`config.mk`:
```
export PLATFORM = sky130hd
export DESIGN_NAME = jpdt_ram
export DESIGN_NICKNAME = d
export VERILOG_FILES = /design/src/sv/jpdt_ram.sv
export SDC_FILE = /design/constraint.sdc
export NUM_CORES = 1
export LEC_CHECK = 0
export BUFFER_PORTS_ARGS = -buffer_cell sky130_fd_sc_hd__buf_2
export CORE_ASPECT_RATIO = 1.1
export CORE_MARGIN = 2
export CORE_UTILIZATION = 54
export CTS_CLUSTER_DIAMETER = 30
export DETAILED_ROUTE_END_ITERATION = 10
export PLACE_DENSITY = 0.85
export SLEW_MARGIN = 20
export SYNTH_ARGS = -nofsm -noshare
export SYNTH_HDL_FRONTEND = slang
export SYNTH_SLANG_ARGS = --single-unit
```
`constraint.sdc`:
```
create_clock -name clk_i -period 2.9 [get_ports clk_i]
set_clock_uncertainty 0.05 [all_clocks]
set_input_delay 0.29 -clock clk_i [delete_from_list [all_inputs] [get_ports clk_i]]
set_output_delay 0.29 -clock clk_i [all_outputs]
set_load 0.02 [all_outputs]
```
`src/sv/jpdt_ram.sv`:
```
module jpdt_ram #(
  parameter int WIDTH = 32,
  parameter int DEPTH = 8,
  localparam int AW = (DEPTH > 1) ? $clog2(DEPTH) : 1
) (
  input  logic                  clk_i,
  input  logic                  we_i,
  input  logic [AW-1:0]         waddr_i,
  input  logic [WIDTH-1:0]      wdata_i,
  input  logic [AW-1:0]         raddr_i,
  output logic [WIDTH-1:0]      rdata_o
);
  logic [WIDTH-1:0] mem_q [DEPTH];
  logic [WIDTH-1:0] rdata_q;

  // one write port, one registered read port
  always_ff @(posedge clk_i) begin
    if (we_i) mem_q[waddr_i] <= wdata_i;
    rdata_q <= mem_q[raddr_i];
  end

  assign rdata_o = rdata_q;

endmodule

```
==> metrics.txt <==
initial core utilization=55.0%; DR iter-0 viols=393; grt ovf=0; largest net degree at the start of global routing=between 60 and 70; register area=8330 um^2; gr usage total=between 20 and 25%; critical path class=in -> reg; CP Capture Type=register; layout cells sized above 1=36.9%; CTS tree=built; FF+latch count, synth=approximately 290; Final min period=between 1.5 and 2 ns; H-Tree Depth=2; EDFF count, synth=256; syn nets=between 400 and 500; initial antenna violation count=1; vias in the first global route=between 5000 and 6000; final net count=582; fin. max-slew vios=0; Initial DRT Pass Iterations=4; CTS clk-pin slew, worst paths=around 0.06 ns; Worst Hold Class=in -> reg; Die Ht=150 um; CTS max path bufs=3; Peak VDD IR=0.000746 V; Worst-Margin Slew=0.996 ns; clk sink count=288; top cells by count, synth=256 x edfxtp_1, 40 x mux4_1, 32 x dfxtp_1, 32 x mux2_2, 24 x mux4_2; Critical Path Max Stage Delay=0.63 ns; IO Port Bufs=a little over 70; DIE WIDTH=137 um; std cell rows=53; crit-path cells=buf_4, buf_12, mux4_1, mux2_2; status=complete, no violations; final setup TNS=0 ns; area added between synthesis and finish=21.5%; fraction of registers with async set/reset=0%; Worst-Skew Late Latency=0.51 ns; Netlist cell types=13; Multi-input gate area=2080 um^2; cells on worst reg2reg path=2; Final ANT Viol Nets=0; worst hold stages=1; largest cells by area after synthesis=edfxtp_1 73%, mux4_1 10%, dfxtp_1 6.1%, mux4_2 5.2%, mux2_2 3.4%; Final HPWL DP=9850 um; Startpoint Class=input port; WHS=approximately 0.0075 ns; fmax=616 MHz; Max-slew headroom=33.6%; Max Cap Viol=0; Die ar.=20500 um^2; top-count cell post-synth=edfxtp_1; cell accounting for the most synthesized area=edfxtp_1; PD cells=780 nW/um^2; core footprint=19000 um^2; global-route wire length before repair=between 20000 and 30000 um; clk root buf=clkbuf_16; final hold vios=0; RSZ-0062 raised after global routing=false; post-synth top area share=73.4%; routed vias=4645; crit-path max FO=28; Leakage=4.40 nW; cts bufs inserted=38; # DRC=0; # IOs=72; Top FF cell, synth=edfxtp_1; routability congestion estimate=about 0.71; CP arrival=1.97 ns; # setup viols final=0; Yosys warning count=0; sequential area share after synthesis=around four fifths; Post-Synthesis Cells=approximately 420; Tot Pwr=9.92 mW; via/cell ratio=5.66; WL per Instance=24.2 um; Layout fillers=1139; fin crit share=a little under three fifths; CP required=3.24 ns; Post-Route WL=19900 um; syn avg cell area=25.2 um^2; synthesized cell area=10500 um^2; CP max-delay cell=mux4_1
[report_power, final]
group	switching, mW	internal (mW)
Clock	1.72	2.95
Sequential	0.0486	4.69
Combinational	0.281	0.229
Total	2.05	7.87
[state kept, by name (all words and copies together) (netlist names)]
name / count
rdata_o: 32
mem_q: 256
[stage by stage]
stage	util, %	std cells	setup WS [ns]	instance area, um^2
finish	66.8	820	1.28	12700
global route	66.8	820	1.22	12700
floorplan	-	415	0.570	10500
global placement	58.8	727	0.800	11200
detailed placement	58.8	727	0.779	11200
CTS	66.8	819	1.27	12700
[layout make-up]
type / instances / area share, %
tap: 247 / 2.43
multi-input combinational: 109 / 16.3
antenna: 1 / 0.0197
timing repair buffer: 105 / 5.45
clock buffer: 45 / 8.19
sequential: 288 / 65.5
clock inverter: 25 / 2.05
[cells in the final DEF (no fill, tap or decap)]
cell type      count
edfxtp_1         256
buf_2             70
clkbuf_16         41
mux4_1            40
mux2_2            32
dfxtp_1           32
mux4_2            24
dlygate4sd3_1     22
buf_4             11
clkinv_2           8
nor2_4             6
clkinvlp_4         5
bufinv_16          4
clkbuf_1           4
nand2b_1           3
inv_6              3
nand2_1            2
nor3_4             2
clkinv_4           2
clkinv_1           2
buf_12             2
diode_2            1
inv_8              1
[layer usage]
| metal | up-vias | global-route usage [%] | wire [um] |
|---|---|---|---|
| met3 | 41 | 5.12 | 1710 |
| met1 | 2336 | 27.1 | 7340 |
| li1 | 2042 | - | - |
| met2 | 226 | 32.9 | 10300 |
| met5 | - | 0 | 0 |
| met4 | 0 | 6.88 | 503 |
[logic make-up after synthesis]
| family | Yosys count | share of synthesized area [%] |
|---|---|---|
| multiplexers | 96 | 18.6 |
| flip-flops | 288 | 79.6 |
| AND/OR/NAND/NOR | 13 | 0.562 |
| buffers and inverters | 18 | 1.22 |
[worst max-delay path: cells and delay by family]
| family | cells | cell delay, ns |
|---|---|---|
| mux | 2 | 0.93 |
| buf+inv | 2 | 0.70 |
[worst paths after layout]
kind / from / end / slack [ns]
max: raddr_i[0] / rdata_o[17] / 1.28
min: wdata_i[18] / mem_q[7][18] / 0.008
max reg2reg: mem_q[1][17] / rdata_o[17] / 1.43
min reg2reg: mem_q[5][20] / rdata_o[20] / 0.62
[timing repair]
item,4_1_cts,5_1_grt
setup endpoints to repair,0,0
hold buffers,22,0
resized for setup,0,0
hold endpoints to repair,144,0
setup buffers,0,0
Note: power is estimated with default switching activity, not from simulation.
